<file path="config.mk">
export PLATFORM = sky130hd
export DESIGN_NAME = radix_prefixed_number_parser
export DESIGN_NICKNAME = d
export VERILOG_FILES = /design/src/rtl/core/rpp_pkg.sv /design/src/rtl/core/rpp_front.sv /design/src/rtl/core/rpp_queue.sv /design/src/rtl/core/rpp_back.sv /design/src/rtl/core/radix_prefixed_number_parser.sv
export SDC_FILE = /design/constraint.sdc
export NUM_CORES = 1
export LEC_CHECK = 0
export ABC_AREA = 1
export ABC_CLOCK_PERIOD_IN_PS = 2500
export BUFFER_PORTS_ARGS = -buffer_cell sky130_fd_sc_hd__buf_2
export CORE_ASPECT_RATIO = 1.25
export CORE_MARGIN = 8
export CORE_UTILIZATION = 40
export CTS_CLUSTER_DIAMETER = 50
export CTS_CLUSTER_SIZE = 40
export DETAILED_ROUTE_END_ITERATION = 8
export GPL_TIMING_DRIVEN = 0
export PLACE_DENSITY_LB_ADDON = 0.25
export RECOVER_POWER = 100
export SYNTH_ARGS = -nofsm -noshare
export SYNTH_HDL_FRONTEND = slang
export SYNTH_SLANG_ARGS = --single-unit
</file>
<file path="constraint.sdc">
create_clock -name clk -period 2.5 [get_ports clk]
set_input_delay 0.5 -clock clk [delete_from_list [all_inputs] [get_ports clk]]
set_output_delay 0.5 -clock clk [all_outputs]
set_load 0.005 [all_outputs]
</file>
<file path="src/rtl/core/rpp_pkg.sv">
package rpp_pkg;

  localparam int unsigned QUEUE_DEPTH = 4;
  localparam int unsigned QPTR_BITS   = 2;
  localparam int unsigned QCNT_BITS   = 3;

  localparam logic [7:0] CH_NUL   = 8'h00;
  localparam logic [7:0] CH_TAB   = 8'h09;
  localparam logic [7:0] CH_SPACE = 8'h20;
  localparam logic [7:0] CH_ZERO  = 8'h30;
  localparam logic [7:0] CH_NINE  = 8'h39;
  localparam logic [7:0] CH_UC_A  = 8'h41;
  localparam logic [7:0] CH_UC_Z  = 8'h5a;
  localparam logic [7:0] CH_LC_A  = 8'h61;
  localparam logic [7:0] CH_LC_B  = 8'h62;
  localparam logic [7:0] CH_LC_F  = 8'h66;
  localparam logic [7:0] CH_LC_X  = 8'h78;
  localparam logic [7:0] CASE_BIT = 8'h20;

  typedef enum logic [1:0] {
    PH_SKIP   = 2'd0,
    PH_LEAD0  = 2'd1,
    PH_DIGITS = 2'd2,
    PH_ERROR  = 2'd3
  } rpp_phase_t;

  typedef enum logic [1:0] {
    RX_DEC = 2'd0,
    RX_HEX = 2'd1,
    RX_BIN = 2'd2
  } rpp_radix_t;

  // Classified character as it passes from front to back.
  typedef struct packed {
    logic       term;
    logic       blank;
    logic       zero;
    logic       pfx_x;
    logic       pfx_b;
    logic       dig_ok;
    logic [3:0] dig;
  } rpp_tok_t;

endpackage

</file>
<file path="src/rtl/core/rpp_front.sv">
module rpp_front (
  input  logic            s_tvalid,
  output logic            s_tready,
  input  logic [7:0]      s_tdata,   // [7:0] char_code
  input  logic            q_full,
  output logic            push,
  output rpp_pkg::rpp_tok_t tok
);

  logic [7:0] lc;

  assign s_tready = !q_full;
  assign push     = s_tvalid && !q_full;

  always_comb begin
    lc = s_tdata;
    if (s_tdata >= rpp_pkg::CH_UC_A && s_tdata <= rpp_pkg::CH_UC_Z) begin
      lc = s_tdata | rpp_pkg::CASE_BIT;
    end
    tok.term   = (s_tdata == rpp_pkg::CH_NUL);
    tok.blank  = (s_tdata == rpp_pkg::CH_SPACE) || (s_tdata == rpp_pkg::CH_TAB);
    tok.zero   = (s_tdata == rpp_pkg::CH_ZERO);
    tok.pfx_x  = (lc == rpp_pkg::CH_LC_X);
    tok.pfx_b  = (lc == rpp_pkg::CH_LC_B);
    tok.dig_ok = 1'b0;
    tok.dig    = 4'd0;
    if (lc >= rpp_pkg::CH_ZERO && lc <= rpp_pkg::CH_NINE) begin
      tok.dig_ok = 1'b1;
      tok.dig    = 4'(lc - rpp_pkg::CH_ZERO);
    end else if (lc >= rpp_pkg::CH_LC_A && lc <= rpp_pkg::CH_LC_F) begin
      tok.dig_ok = 1'b1;
      tok.dig    = 4'(lc - rpp_pkg::CH_LC_A + 8'd10);
    end
  end

endmodule

</file>
<file path="src/rtl/core/rpp_queue.sv">
module rpp_queue (
  input  logic              clk,
  input  logic              rst,
  input  logic              push,
  input  rpp_pkg::rpp_tok_t push_tok,
  output logic              full,
  input  logic              pop,
  output logic              q_valid,
  output rpp_pkg::rpp_tok_t q_tok
);

  rpp_pkg::rpp_tok_t mem [rpp_pkg::QUEUE_DEPTH];
  logic [rpp_pkg::QPTR_BITS-1:0] wr_ptr;
  logic [rpp_pkg::QPTR_BITS-1:0] rd_ptr;
  logic [rpp_pkg::QCNT_BITS-1:0] count;

  function automatic logic [rpp_pkg::QCNT_BITS-1:0] QCNT_BITS_ONE(input logic b);
    return {{(rpp_pkg::QCNT_BITS-1){1'b0}}, b};
  endfunction

  assign full    = (count == rpp_pkg::QCNT_BITS'(rpp_pkg::QUEUE_DEPTH));
  assign q_valid = (count != '0);
  assign q_tok   = mem[rd_ptr];

  always_ff @(posedge clk) begin
    if (push) begin
      mem[wr_ptr] <= push_tok;
    end
  end

  always_ff @(posedge clk) begin
    if (rst) begin
      wr_ptr <= '0;
      rd_ptr <= '0;
      count  <= '0;
    end else begin
      if (push) begin
        wr_ptr <= wr_ptr + 1'b1;
      end
      if (pop) begin
        rd_ptr <= rd_ptr + 1'b1;
      end
      count <= count + QCNT_BITS_ONE(push) - QCNT_BITS_ONE(pop);
    end
  end

  a_no_overflow: assert property (@(posedge clk) disable iff (rst)
    full |-> !push) else $error("queue written while full");

  a_no_underflow: assert property (@(posedge clk) disable iff (rst)
    !q_valid |-> !pop) else $error("queue read while empty");

  a_count_range: assert property (@(posedge clk) disable iff (rst)
    count <= rpp_pkg::QCNT_BITS'(rpp_pkg::QUEUE_DEPTH)) else $error("queue count out of range");

endmodule

</file>
<file path="src/rtl/core/rpp_back.sv">
module rpp_back #(
  parameter int unsigned VALUE_BITS = 32
) (
  input  logic                  clk,
  input  logic                  rst,
  input  logic                  q_valid,
  input  rpp_pkg::rpp_tok_t     q_tok,
  output logic                  pop,
  output logic                  m_tvalid,
  input  logic                  m_tready,
  output logic [VALUE_BITS-1:0] out_value,
  output logic                  out_ok
);

  rpp_pkg::rpp_phase_t   phase, phase_next;
  rpp_pkg::rpp_radix_t   radix, radix_next;
  logic [VALUE_BITS-1:0] acc, acc_next;
  logic                  any_digit, any_digit_next;
  logic                  good;
  logic                  dig_in_base;
  logic [VALUE_BITS-1:0] dig_ext;
  logic [VALUE_BITS-1:0] acc_step;

  assign pop     = q_valid && (!q_tok.term || !m_tvalid || m_tready);
  assign dig_ext = {{(VALUE_BITS-4){1'b0}}, q_tok.dig};
  assign good    = (phase != rpp_pkg::PH_ERROR) &&
                   ((phase == rpp_pkg::PH_LEAD0) || any_digit);

  always_comb begin
    unique case (radix)
      rpp_pkg::RX_HEX: begin
        dig_in_base = q_tok.dig_ok;
        acc_step    = (acc << 4) + dig_ext;
      end
      rpp_pkg::RX_BIN: begin
        dig_in_base = q_tok.dig_ok && (q_tok.dig < 4'd2);
        acc_step    = (acc << 1) + dig_ext;
      end
      default: begin
        dig_in_base = q_tok.dig_ok && (q_tok.dig < 4'd10);
        acc_step    = (acc << 3) + (acc << 1) + dig_ext;
      end
    endcase
  end

  always_ff @(posedge clk) begin
    if (rst) begin
      phase     <= rpp_pkg::PH_SKIP;
      radix     <= rpp_pkg::RX_DEC;
      acc       <= '0;
      any_digit <= 1'b0;
    end else if (pop) begin
      phase     <= phase_next;
      radix     <= radix_next;
      acc       <= acc_next;
      any_digit <= any_digit_next;
    end
  end

  always_comb begin
    phase_next     = phase;
    radix_next     = radix;
    acc_next       = acc;
    any_digit_next = any_digit;
    if (q_tok.term) begin
      phase_next     = rpp_pkg::PH_SKIP;
      radix_next     = rpp_pkg::RX_DEC;
      acc_next       = '0;
      any_digit_next = 1'b0;
    end else begin
      unique case (phase)
        rpp_pkg::PH_SKIP: begin
          if (q_tok.blank) begin
            phase_next = rpp_pkg::PH_SKIP;
          end else if (q_tok.zero) begin
            phase_next = rpp_pkg::PH_LEAD0;
          end else if (dig_in_base) begin
            acc_next       = acc_step;
            any_digit_next = 1'b1;
            phase_next     = rpp_pkg::PH_DIGITS;
          end else begin
            phase_next = rpp_pkg::PH_ERROR;
          end
        end
        rpp_pkg::PH_LEAD0: begin
          acc_next   = '0;
          phase_next = rpp_pkg::PH_DIGITS;
          if (q_tok.pfx_x) begin
            radix_next     = rpp_pkg::RX_HEX;
            any_digit_next = 1'b0;
          end else if (q_tok.pfx_b) begin
            radix_next     = rpp_pkg::RX_BIN;
            any_digit_next = 1'b0;
          end else begin
            // leading zero was a decimal digit; accumulator is still zero
            radix_next     = rpp_pkg::RX_DEC;
            any_digit_next = 1'b1;
            if (q_tok.dig_ok && (q_tok.dig < 4'd10)) begin
              acc_next = dig_ext;
            end else begin
              phase_next = rpp_pkg::PH_ERROR;
            end
          end
        end
        rpp_pkg::PH_DIGITS: begin
          if (dig_in_base) begin
            acc_next       = acc_step;
            any_digit_next = 1'b1;
          end else begin
            phase_next = rpp_pkg::PH_ERROR;
          end
        end
        default: begin
          phase_next = rpp_pkg::PH_ERROR;
        end
      endcase
    end
  end

  always_ff @(posedge clk) begin
    if (rst) begin
      m_tvalid <= 1'b0;
    end else if (pop && q_tok.term) begin
      m_tvalid <= 1'b1;
    end else if (m_tready) begin
      m_tvalid <= 1'b0;
    end
  end

  always_ff @(posedge clk) begin
    if (pop && q_tok.term) begin
      out_value <= good ? acc : '0;
      out_ok    <= good;
    end
  end

  a_fail_zero: assert property (@(posedge clk) disable iff (rst)
    (m_tvalid && !out_ok) |-> (out_value == '0)) else $error("failed parse with nonzero value");

  a_term_clears: assert property (@(posedge clk) disable iff (rst)
    (pop && q_tok.term) |=> (phase == rpp_pkg::PH_SKIP) && (acc == '0) && !any_digit)
    else $error("state not cleared after terminator");

  a_no_drop: assert property (@(posedge clk) disable iff (rst)
    (m_tvalid && !m_tready) |-> !(pop && q_tok.term)) else $error("result overwritten");

endmodule

</file>
<file path="src/rtl/core/radix_prefixed_number_parser.sv">
// Result path: a terminator passes through the queue; when the back end pops it, m_tvalid
// and its result word are registered together and held until taken.
// Throughput: one character per cycle while the queue is not full; the back end stalls only on a terminator
// while the output register still holds an untaken result.
// A four-entry queue between classifier and parse engine absorbs output stalls.
// Reset (rst, synchronous, active high) empties the queue, drops any pending
// result and returns the parser to blank skipping in decimal.
module radix_prefixed_number_parser #(
  parameter int unsigned VALUE_BITS = 32
) (
  input  logic                                clk,
  input  logic                                rst,
  input  logic                                s_tvalid,
  output logic                                s_tready,
  input  logic [7:0]                          s_tdata,   // [7:0] char_code
  output logic                                m_tvalid,
  input  logic                                m_tready,
  output logic [((VALUE_BITS+7)/8)*8-1:0]     m_tdata,   // [VALUE_BITS-1:0] value, rest zero
  output logic                                m_tuser    // [0] ok
);

  localparam int unsigned TDATA_BITS = ((VALUE_BITS + 7) / 8) * 8;

  rpp_pkg::rpp_tok_t     push_tok;
  rpp_pkg::rpp_tok_t     q_tok;
  logic                  push;
  logic                  full;
  logic                  pop;
  logic                  q_valid;
  logic [VALUE_BITS-1:0] out_value;

  rpp_front u_front (
    .s_tvalid (s_tvalid),
    .s_tready (s_tready),
    .s_tdata  (s_tdata),
    .q_full   (full),
    .push     (push),
    .tok      (push_tok)
  );

  rpp_queue u_queue (
    .clk      (clk),
    .rst      (rst),
    .push     (push),
    .push_tok (push_tok),
    .full     (full),
    .pop      (pop),
    .q_valid  (q_valid),
    .q_tok    (q_tok)
  );

  rpp_back #(
    .VALUE_BITS (VALUE_BITS)
  ) u_back (
    .clk       (clk),
    .rst       (rst),
    .q_valid   (q_valid),
    .q_tok     (q_tok),
    .pop       (pop),
    .m_tvalid  (m_tvalid),
    .m_tready  (m_tready),
    .out_value (out_value),
    .out_ok    (m_tuser)
  );

  assign m_tdata = TDATA_BITS'(out_value);

endmodule
</file>
==> results of run 1 <==
-- final timing paths --
check                    startpoint  slack (ps)  cells past startpoint         endpoint
setup / recovery           register        -260                     20   u_back.acc[30]
hold / removal             m_tready         390                      4  u_back.m_tvalid
setup reg to reg           register        -260                     20   u_back.acc[30]
hold reg to reg   u_queue.rd_ptr[1]         470                      2         register
-- worst register-to-register path, delay by kind of cell, from the launching register on --
family                     cells  cell delay, ps
AOI/OAI and AO/OA              1              40
adders and majority gates      2             890
buffers and inverters          3             240
DFF                            1             340
and+or+nand+nor               14            1110
-- synthesized netlist by cell type (2+ instances only) --
cell type,number
nor2_1,172
o211ai_1,6
nor2_2,7
and2_1,2
edfxtp_1,73
nand3b_1,3
inv_1,202
nand4_1,17
nor3_1,3
ha_1,72
buf_6,5
or2_2,4
fa_1,4
dfxtp_1,47
o22ai_1,3
a21oi_1,104
inv_2,3
buf_2,6
nand3_1,124
nand2_1,424
o21ai_0,43
o21ai_1,2
a21oi_2,4
xor2_1,4
nand2_2,5
clkbuf_1,19
xnor2_1,4
o21bai_1,5
-- cell type report --
cell class / count / area [µm²]
tap: 288 / 360
clock inverter: 15 / 145
inverter: 206 / 781
buffer: 32 / 180
timing repair buffer: 64 / 333
sequential: 120 / 3140
multi-input combinational: 1026 / 5680
clock buffer: 17 / 425
fill: 2369 / 11800
-- logic make-up (layout without fill, tap and decap cells) --
group / after synthesis / after routing / share of synthesized area
AOI/OAI and AO/OA: 175 / 175 / 0.102
xor gates and xnor gates: 8 / 8 / 0.00756
adders and majority gates: 76 / 76 / 0.106
buffers and inverters: 238 / 334 / 0.102
DFF: 120 / 120 / 0.338
muxes: 1 / 1 / 0.00108
and+or+nand+nor: 766 / 766 / 0.343
-- where the power goes --
group	switching (µW)	internal (µW)
sequential	334	2720
combinational	3410	1860
clock	961	1390
total	4710	5960
-- flip-flops by register name, indices dropped and copies added, names as in the netlist, named ones only --
| name | flops |
|---|---|
| u_back.acc | 32 |
| u_back.any_digit | 1 |
| u_queue.mem | 40 |
| u_back.radix | 2 |
| u_queue.rd_ptr | 2 |
| u_queue.wr_ptr | 2 |
| u_back.m_tvalid | 1 |
| u_back.out_value | 32 |
| u_queue.count | 3 |
| u_back.phase | 2 |
| u_back.out_ok | 1 |
-- per-stage QoR --
step	setup WS, ps	total power (µW)	setup TNS, ps
floorplan	3.50	6310	0
global placement	-584	7770	-10280
detailed placement	-604	7820	-10650
CTS	-231	10500	-3360
global route	-391	11400	-19190
finish	-263	10700	-8550
-- repair_timing --
item,in CTS,in global routing
setup buffers,13,7
gates resized for setup,78,56
setup endpoints to repair,29,30
pin swaps,34,45
-- metal layers --
metal  vias to the layer above  track usage  part of all wire
met3                        63       0.0325             0.039
met2                       227        0.377              0.53
met1                      4045        0.205              0.39
met4                         0       0.0929             0.039
li1                       4638            -                 -
met5                         -            0                 0
==> metrics, run 1 <==
die area=28300 µm²; Clock Pin Slew Worst Setup and Hold Paths=60 ps; share of cells above drive strength 1=0.138; post-route cell area=11000 µm²; Gate Count Post-Synth=1384; register area share after synthesis=0.338; violated checks=negative setup slack; CP arrival=3050 ps; hold_buf cts=0; first-pass GRT wire length=44.0 mm; Post-Synthesis Cell Area=9260 µm²; overall routing resource usage=0.195; final net count=1555; most used cell, CP=nand2_2; iteration-0 DRC count of the detailed router=549; Setup violations, final=63; DP HPWL=21.6 mm; die height=186 µm; WHS=394 ps; via count=8973; WL/cell=15.4 µm; cell family with most CP delay=simple AND/OR/NAND/NOR gates; area of placed instances=9900 µm²; vias in the first global route=8845; Finished Layout Cells=1768; slowest cell delay on critical path=520 ps; RSZ-0062 raised after global routing=yes; Peak supply drop=0.791 mV; asr flop ratio synth=0; outcome=finished with violations; Remaining DRCs=0; CTS tree=yes; syn_nets=1472; Final period util=1.11; commonest non-fill, non-tap cell in the layout=nand2_1; Worst path slowest cell=fa_2; core box area=22900 µm²; critical path capture point type=register; power per cell area=967 nW/µm²; most frequent cells in the layout=382 x nand2_1, 197 x inv_1, 168 x nor2_1; pin slew with the least headroom to its limit=1050 ps; dpl cells=1716; area grow syn2layout=19.2%; H-tree levels=4; Clock Tree Root=clkbuf_16; die width=152 µm; post-synth cell types=45; Buf/Inv on CP=3; post-synth top area share=0.237; clk sinks=120; skew final=9.07 ps; initial antenna violation count=0; final wirelength=27.3 mm; Finished Core Util=0.483; clock buffer depth=2; I/O Buffers=44; Post-synth EDFFs=73; Hold Path Class=in2reg; Vias per Instance=5.08; clk_lat worst skew=420 ps; final count of hold timing violations=0; Setup Crit Path Kind=reg2reg; Max Cap Viol=0; Antenna Cells=0; DR pass1 iterations=6; Area contributors post-synth=edfxtp_1 24%, nand2_1 17%, dfxtp_1 10%, ha_1 9.7%, inv_1 8.2%; Tmin final=2760 ps; Worst Path Required=2780 ps; worst-path cell chain=inv_2 > buf_6 > nand2_2 > nand3_2 > nand2_2 > inv_2 > fa_2 > fa_2 > nand3_2 > nand3_4 > nand2_2 > nand2_4 > nand2_4 > nand2_4 > nand2_2 > nand2_1 > nand2_1 > nand3_2 > nand2_2 > a21oi_2; Pins Over Slew Limit=0; Top Ports=47; Ys Warns=0; #FFs+latches synth=120; Routed Antenna Nets=0; worst rel slew slack=0.301; Initial Util=0.405; crit path launch type=register; largest area contributor in the netlist=edfxtp_1; syn_area_per_cell=6.69 µm²; worst-path maximum fanout=6; Routability Congestion=0.933; Max Freq=362 MHz; cts bufs inserted=17; LEAKAGE=0.00502 µW; FP Rows=62; Final WS setup=-263 ps; Synth Flop Type=edfxtp_1; GRT Residual Overflow=0; pin count of the biggest net entering global routing=35
(Power assumes the default switching activity.)
==> run 2: changes to the inputs <==
--- a/config.mk
+++ b/config.mk
@@ -8,6 +8,7 @@
 export ABC_AREA = 1
 export ABC_CLOCK_PERIOD_IN_PS = 2500
 export BUFFER_PORTS_ARGS = -buffer_cell sky130_fd_sc_hd__buf_2
+export CAP_MARGIN = 20
 export CORE_ASPECT_RATIO = 1.25
 export CORE_MARGIN = 8
 export CORE_UTILIZATION = 40
@@ -15,8 +16,10 @@
 export CTS_CLUSTER_SIZE = 40
 export DETAILED_ROUTE_END_ITERATION = 8
 export GPL_TIMING_DRIVEN = 0
+export HOLD_SLACK_MARGIN = 0.08
 export PLACE_DENSITY_LB_ADDON = 0.25
 export RECOVER_POWER = 100
+export SKIP_LAST_GASP = 1
 export SYNTH_ARGS = -nofsm -noshare
 export SYNTH_HDL_FRONTEND = slang
 export SYNTH_SLANG_ARGS = --single-unit
==> run 2 against run 1 <==
The run still ends with negative setup slack left. Setup slack improved by 16 ps. Sequential cell count unchanged. Hold slack about the same. Via count increased by 1.0%. Critical path depth decreased by 1. Register-to-register slack improved by 20 ps. Clock-buffer cell count stayed put.
==> metrics, run 2 (same netlist as run 1, synthesis figures left out) <==
iteration-0 DRC count of the detailed router=507 (was 549); I/O Buffers=44 (unchanged); pin slew with the least headroom to its limit=1020 ps (was 1050 ps); Worst Path Required=2770 ps (was 2780 ps); Max Freq=364 MHz (was 362 MHz); Setup Crit Path Kind=reg2reg (unchanged); die area=28300 µm² (unchanged); Routability Congestion=0.933 (unchanged); power per cell area=958 nW/µm² (was 967 nW/µm²); cell family with most CP delay=simple AND/OR/NAND/NOR gates (unchanged); LEAKAGE=0.00506 µW (was 0.00502 µW); crit path launch type=register (unchanged); worst-path maximum fanout=6 (unchanged); clock buffer depth=2 (unchanged); vias in the first global route=8896 (was 8845); Finished Core Util=0.485 (was 0.483); Pins Over Slew Limit=0 (unchanged); worst-path cell chain=inv_2 > buf_6 > nand2_4 > nand3_2 > nand2_2 > inv_2 > fa_2 > fa_2 > nand3_2 > nand3_4 > nand2_2 > nand2_4 > buf_12 > nand2_4 > nand3_2 > nand2_2 > nand3_2 > nand2_2 > a21oi_2 (was inv_2 > buf_6 > nand2_2 > nand3_2 > nand2_2 > inv_2 > fa_2 > fa_2 > nand3_2 > nand3_4 > nand2_2 > nand2_4 > nand2_4 > nand2_4 > nand2_2 > nand2_1 > nand2_1 > nand3_2 > nand2_2 > a21oi_2); H-tree levels=4 (unchanged); Largest Register=u_queue.mem (unchanged); P_sw=4690 µW (was 4710 µW); pin count of the biggest net entering global routing=28 (was 35); final net count=1555 (unchanged); worst rel slew slack=0.314 (was 0.301); GRT Residual Overflow=0 (unchanged); most frequent cells in the layout=379 x nand2_1, 200 x inv_1, 166 x nor2_1 (was 382 x nand2_1, 197 x inv_1, 168 x nor2_1); PnR Total Power=10600 µW (was 10700 µW); Final period util=1.10 (was 1.11); Finished Layout Cells=1768 (unchanged); final count of hold timing violations=0 (unchanged); core box area=22900 µm² (unchanged); commonest non-fill, non-tap cell in the layout=nand2_1 (unchanged); violated checks=negative setup slack (unchanged); initial antenna violation count=0 (unchanged); top flop regs=u_queue.mem: 40 flops, u_back.acc: 32 flops, u_back.out_value: 32 flops (unchanged); post-route cell area=11100 µm² (was 11000 µm²); Peak supply drop=0.595 mV (was 0.791 mV); Final WS setup=-246 ps (was -263 ps); Largest register FFs=40 (unchanged); clk sinks=120 (unchanged); outcome=finished with violations (unchanged); skew final=5.61 ps (was 9.07 ps); Comb pwr share=0.494 (about the same); area grow syn2layout=19.9% (was 19.2%); Hold Path Class=in2reg (unchanged); Antenna Cells=0 (unchanged); die height=186 µm (unchanged); overall routing resource usage=0.195 (about the same); Seq pwr share=0.286 (about the same); final wirelength=27.2 mm (was 27.3 mm); Clock Tree Root=clkbuf_16 (unchanged); sw frac=0.441 (about the same); DR pass1 iterations=5 (was 6); hold path start=m_tready (unchanged); RSZ-0062 raised after global routing=yes (unchanged); CP arrival=3020 ps (was 3050 ps); dpl cells=1717 (was 1716); share of cells above drive strength 1=0.141 (was 0.138); cts bufs inserted=17 (unchanged); first-pass GRT wire length=44.3 mm (was 44.0 mm); DP HPWL=21.6 mm (about the same); clk_lat worst skew=420 ps (about the same); Setup violations, final=30 (was 63); Remaining DRCs=0 (unchanged); Routed Antenna Nets=0 (unchanged); Final TNS setup=-4240 ps (was -8550 ps); Vias per Instance=5.13 (was 5.08); Max Cap Viol=0 (unchanged); hold_buf cts=0 (unchanged); WL/cell=15.4 µm (about the same); via count=9067 (was 8973); clock share of power=0.220 (about the same); Worst path slowest cell=fa_2 (unchanged); Clock Pin Slew Worst Setup and Hold Paths=60 ps (about the same); FP Rows=62 (unchanged); critical path capture point type=register (unchanged); Tmin final=2750 ps (was 2760 ps); die width=152 µm (unchanged); Top Ports=47 (unchanged); CTS tree=yes (unchanged); Initial Util=0.405 (unchanged); area of placed instances=9920 µm² (was 9900 µm²); Pint=5950 µW (was 5960 µW); slowest cell delay on critical path=520 ps (about the same); Buf/Inv on CP=4 (was 3)
-- run 2: changes by cell type in the layout (fill, tap and decap cells not counted), moves of 3 or more --
cell,previous run,this run
buf_4,18,14
inv_1,197,200
a21oi_1,94,91
clkinv_4,5,2
a21oi_2,11,15
nor2_2,10,13
nand2_1,382,379
-- run 2: timing repair --
action                     in CTS  in global routing
gates resized for setup        87                 51
setup endpoints to repair      29                 29
pin swaps                      37                 37
buffers inserted               13                  6
-- run 2: path summary, 6_finish.rpt --
kind                           to  slack, ps  cells past startpoint
setup / recovery   u_back.acc[26]       -250                     19
hold / removal    u_back.m_tvalid        390                      4
setup reg to reg   u_back.acc[26]       -250                     19
hold reg to reg          register        460                      2
-- run 2: per-stage QoR --
step                setup WS [ps]  hold WS, ps
floorplan                    3.50          436
global placement             -584          454
detailed placement           -610          459
CTS                          -220          386
global route                 -397          414
finish                       -246          394
-- run 2: routing by layer --
metal | share of wire | wire [µm] | vias to the layer above | track usage
met5 | 0 | 0 | - | 0
met1 | 0.40 | 10900 | 4142 | 0.206
li1 | - | - | 4635 | -
met4 | 0.041 | 1120 | 0 | 0.0861
met2 | 0.53 | 14400 | 218 | 0.382
met3 | 0.031 | 833 | 72 | 0.0267
-- run 2: layout make-up --
type                    instances  area, µm²
clock buffers                  17        425
clock inverters                15        143
repair buffers                 64        383
inverters                     206        777
well taps                     288        360
fillers                      2326      11800
flip-flops and latches        120       3140
multi-input cells            1026       5700
plain buffers                  32        180
-- run 2: power groups by stage --
stage                     sequential [µW]  combinational, µW  clock, µW
after CTS                            3030               5200       2380
after global placement               3070               4700          0
after global routing                 3100               5920       2450
after detailed placement             3060               4820          0
after floorplan                      3010               3290          0
final                                3040               5260       2340
-- run 2: worst register-to-register path, delay by kind of cell, from the launching register on --
kind | cells | cell delay [ps]
fa+ha+maj | 2 | 890
simple gates | 12 | 950
flops | 1 | 340
buf+inv | 4 | 370
compound gates | 1 | 40
==> run 3: changes to the inputs <==
--- a/config.mk
+++ b/config.mk
@@ -22,4 +22,5 @@
 export SKIP_LAST_GASP = 1
 export SYNTH_ARGS = -nofsm -noshare
 export SYNTH_HDL_FRONTEND = slang
+export SYNTH_HIERARCHICAL = 1
 export SYNTH_SLANG_ARGS = --single-unit
==> run 3 against run 2 <==
The run still ends with negative setup slack left. Clock-buffer cell count unchanged. Sequential power down 3%. Sequential cell count unchanged. Critical path type unchanged.
==> metrics, run 3 <==
slowest cell delay on critical path=430 ps (was 520 ps); I/O Buffers=46 (was 44); Buf/Inv on CP=1 (was 4); Gate Count Post-Synth=1361 (was 1384); iteration-0 DRC count of the detailed router=477 (was 507); Tmin final=2800 ps (was 2750 ps); H-tree levels=4 (unchanged); Final period util=1.12 (was 1.10); clock share of power=0.235 (was 0.220); Pint=6010 µW (was 5950 µW); crit path launch type=register (unchanged); Routability Congestion=0.886 (was 0.933); clock buffer depth=2 (unchanged); RSZ-0062 raised after global routing=yes (unchanged); Pins Over Slew Limit=0 (unchanged); skew final=8.84 ps (was 5.61 ps); worst-path cell chain=buf_8 > o211ai_1 > nand2_2 > ha_4 > ha_4 > fa_2 > nand3_2 > nand3_4 > nand3_2 > nand3b_1 > nand2_1 > nand2_1 > nand2_1 > nand3_2 > nand2_2 > a21oi_2 (was inv_2 > buf_6 > nand2_4 > nand3_2 > nand2_2 > inv_2 > fa_2 > fa_2 > nand3_2 > nand3_4 > nand2_2 > nand2_4 > buf_12 > nand2_4 > nand3_2 > nand2_2 > nand3_2 > nand2_2 > a21oi_2); Ys Warns=6 (was 0); Post-Synthesis Cell Area=9300 µm² (was 9260 µm²); Setup Crit Path Kind=reg2reg (unchanged); GRT Residual Overflow=0 (unchanged); worst-path maximum fanout=4 (was 6); largest area contributor in the netlist=edfxtp_1 (unchanged); Setup violations, final=59 (was 30); top-count cell post-synth=nand2_1 (unchanged); commonest non-fill, non-tap cell in the layout=nand2_1 (unchanged); power per cell area=960 nW/µm² (was 958 nW/µm²); vias in the first global route=8752 (was 8896); DP HPWL=20.6 mm (was 21.6 mm); Hold Path Class=in2reg (unchanged); Peak supply drop=0.761 mV (was 0.595 mV); Vias per Instance=5.11 (was 5.13); final net count=1540 (was 1555); dpl cells=1696 (was 1717); violated checks=negative setup slack (unchanged); Max Cap Viol=0 (unchanged); most frequent cells in the layout=380 x nand2_1, 227 x inv_1, 135 x nor2_1 (was 379 x nand2_1, 200 x inv_1, 166 x nor2_1); Clock Pin Slew Worst Setup and Hold Paths=60 ps (about the same); Finished Core Util=0.483 (was 0.485); clk_lat worst skew=420 ps (about the same); Finished Layout Cells=1753 (was 1768); initial antenna violation count=0 (unchanged); Clock Tree Root=clkbuf_16 (unchanged); top flop regs=u_queue/mem: 40 flops, u_back/acc: 32 flops, u_back/out_value: 32 flops (was u_queue.mem: 40 flops, u_back.acc: 32 flops, u_back.out_value: 32 flops); syn_area_per_cell=6.83 µm² (was 6.69 µm²); Final WS setup=-304 ps (was -246 ps); CP arrival=3080 ps (was 3020 ps); Top Ports=47 (unchanged); worst rel slew slack=0.458 (was 0.314); fill count=2374 (was 2326); post-synth cell types=44 (was 45); Worst Path Required=2780 ps (was 2770 ps); P_sw=4620 µW (was 4690 µW); die width=152 µm (about the same); first-pass GRT wire length=42.7 mm (was 44.3 mm); CTS tree=yes (unchanged); post-route cell area=11100 µm² (about the same); post-synth top area share=0.236 (was 0.237); Max Freq=357 MHz (was 364 MHz); Initial Util=0.406 (was 0.405); pin slew with the least headroom to its limit=805 ps (was 1020 ps); asr flop ratio synth=0 (unchanged); syn_nets=1449 (was 1472); sw frac=0.435 (was 0.441); area grow syn2layout=19.0% (was 19.9%); area of placed instances=9950 µm² (was 9920 µm²); final count of hold timing violations=0 (unchanged); cell family with most CP delay=simple AND/OR/NAND/NOR gates (unchanged); hold_buf cts=0 (unchanged); Worst path slowest cell=fa_2 (unchanged); LEAKAGE=0.00508 µW (was 0.00506 µW); commonest cells in the netlist=398 x nand2_1, 227 x inv_1, 137 x nor2_1 (was 424 x nand2_1, 202 x inv_1, 172 x nor2_1); Seq pwr share=0.278 (was 0.286); Remaining DRCs=0 (unchanged); critical path capture point type=register (unchanged); Antenna Cells=0 (unchanged); FP Rows=62 (unchanged); outcome=finished with violations (unchanged); WL/cell=15.2 µm (was 15.4 µm); overall routing resource usage=0.186 (was 0.195); share of cells above drive strength 1=0.139 (was 0.141); Post-synth EDFFs=73 (unchanged); Comb pwr share=0.487 (was 0.494); die height=186 µm (about the same); clk sinks=120 (unchanged); Area contributors post-synth=edfxtp_1 24%, nand2_1 16%, dfxtp_1 10%, ha_1 9.7%, inv_1 9.2% (was edfxtp_1 24%, nand2_1 17%, dfxtp_1 10%, ha_1 9.7%, inv_1 8.2%); Routed Antenna Nets=0 (unchanged); Synth Flop Type=edfxtp_1 (unchanged); via count=8957 (was 9067); WHS=279 ps (was 394 ps); Largest Register=u_queue/mem (was u_queue.mem); die area=28400 µm² (was 28300 µm²); core box area=22900 µm² (unchanged); Largest register FFs=40 (unchanged); DR pass1 iterations=5 (unchanged); pin count of the biggest net entering global routing=26 (was 28); final wirelength=26.7 mm (was 27.2 mm); register area share after synthesis=0.337 (was 0.338); cts bufs inserted=17 (unchanged); #FFs+latches synth=120 (unchanged)
run 3: cell types whose count changed after synthesis, sizes merged, moves of 4 or more:
cell    previous run  this run
nand2            429       407
a21oi            108       129
nand3            126       110
inv              205       234
nor2             181       150
nand4             17         7
o21ai             46        52
or2                4         0
o211ai             6        14
run 3: what timing repair did:
item	in CTS	in global routing
buffers inserted	15	10
endpoints found under the setup margin	28	58
pin swaps	20	35
gates resized for setup	39	59
run 3: cell type report:
class                   instances  area (µm²)  area share
multi-input cells             976        5480       0.495
flip-flops and latches        120        3140       0.284
inverters                     234         878      0.0794
clock buffers                  17         425      0.0385
repair buffers                 72         419      0.0379
well taps                     288         360      0.0326
plain buffers                  31         188      0.0170
clock inverters                15         179      0.0162
run 3: final timing paths:
| check | from | cells after the start | to | slack (ps) |
|---|---|---|---|---|
| worst max-delay path | register | 16 | u_back/acc[30] | -300 |
| worst min-delay path | rst | 2 | u_queue/count[1] | 280 |
| worst max register to register | register | 16 | u_back/acc[30] | -300 |
| worst min register to register | u_back/acc[31] | 2 | u_back/acc[31] | 470 |
run 3: kinds of logic after synthesis:
| kind of cell | synth area share |
|---|---|
| DFF | 0.337 |
| adders and majority gates | 0.106 |
| AOI/OAI and AO/OA | 0.130 |
| xor gates and xnor gates | 0.00565 |
| and+or+nand+nor | 0.309 |
| buffers and inverters | 0.112 |
run 3: power by group through the flow:
stage	clock network [µW]	registers, µW	logic, µW
final	2500	2960	5170
after floorplan	0	2920	3180
after detailed placement	0	2970	4670
after CTS	2540	2940	4970
after global routing	2630	3000	5750
after global placement	0	2980	4540
run 3: per-stage QoR:
stage / setup WS, ps / total power [µW] / setup TNS [ps]
6_report: -304 / 10600 / -8450
4_1_cts: -357 / 10500 / -6340
3_5_place_dp: -697 / 7640 / -9750
5_1_grt: -452 / 11400 / -18680
2_1_floorplan: -25.5 / 6090 / -25.5
3_3_place_gp: -667 / 7520 / -18050
run 3: worst reg2reg max path, stage by stage, from the launching register on:
cell and delay [ps]:
dfxtp_4 360, buf_8 130, o211ai_1 220, nand2_2 150
ha_4 210, ha_4 170, fa_2 430, nand3_2 100
nand3_4 90, nand3_2 70, nand3b_1 170, nand2_1 150
nand2_1 60, nand2_1 70, nand3_2 120, nand2_2 110
a21oi_2 50
run 3: metal layers:
metal	vias up	routed length, µm	track usage
li1	4569	-	-
met1	4114	10400	0.188
met2	203	14200	0.363
met3	71	824	0.0270
met4	0	1190	0.0928
met5	-	0	0
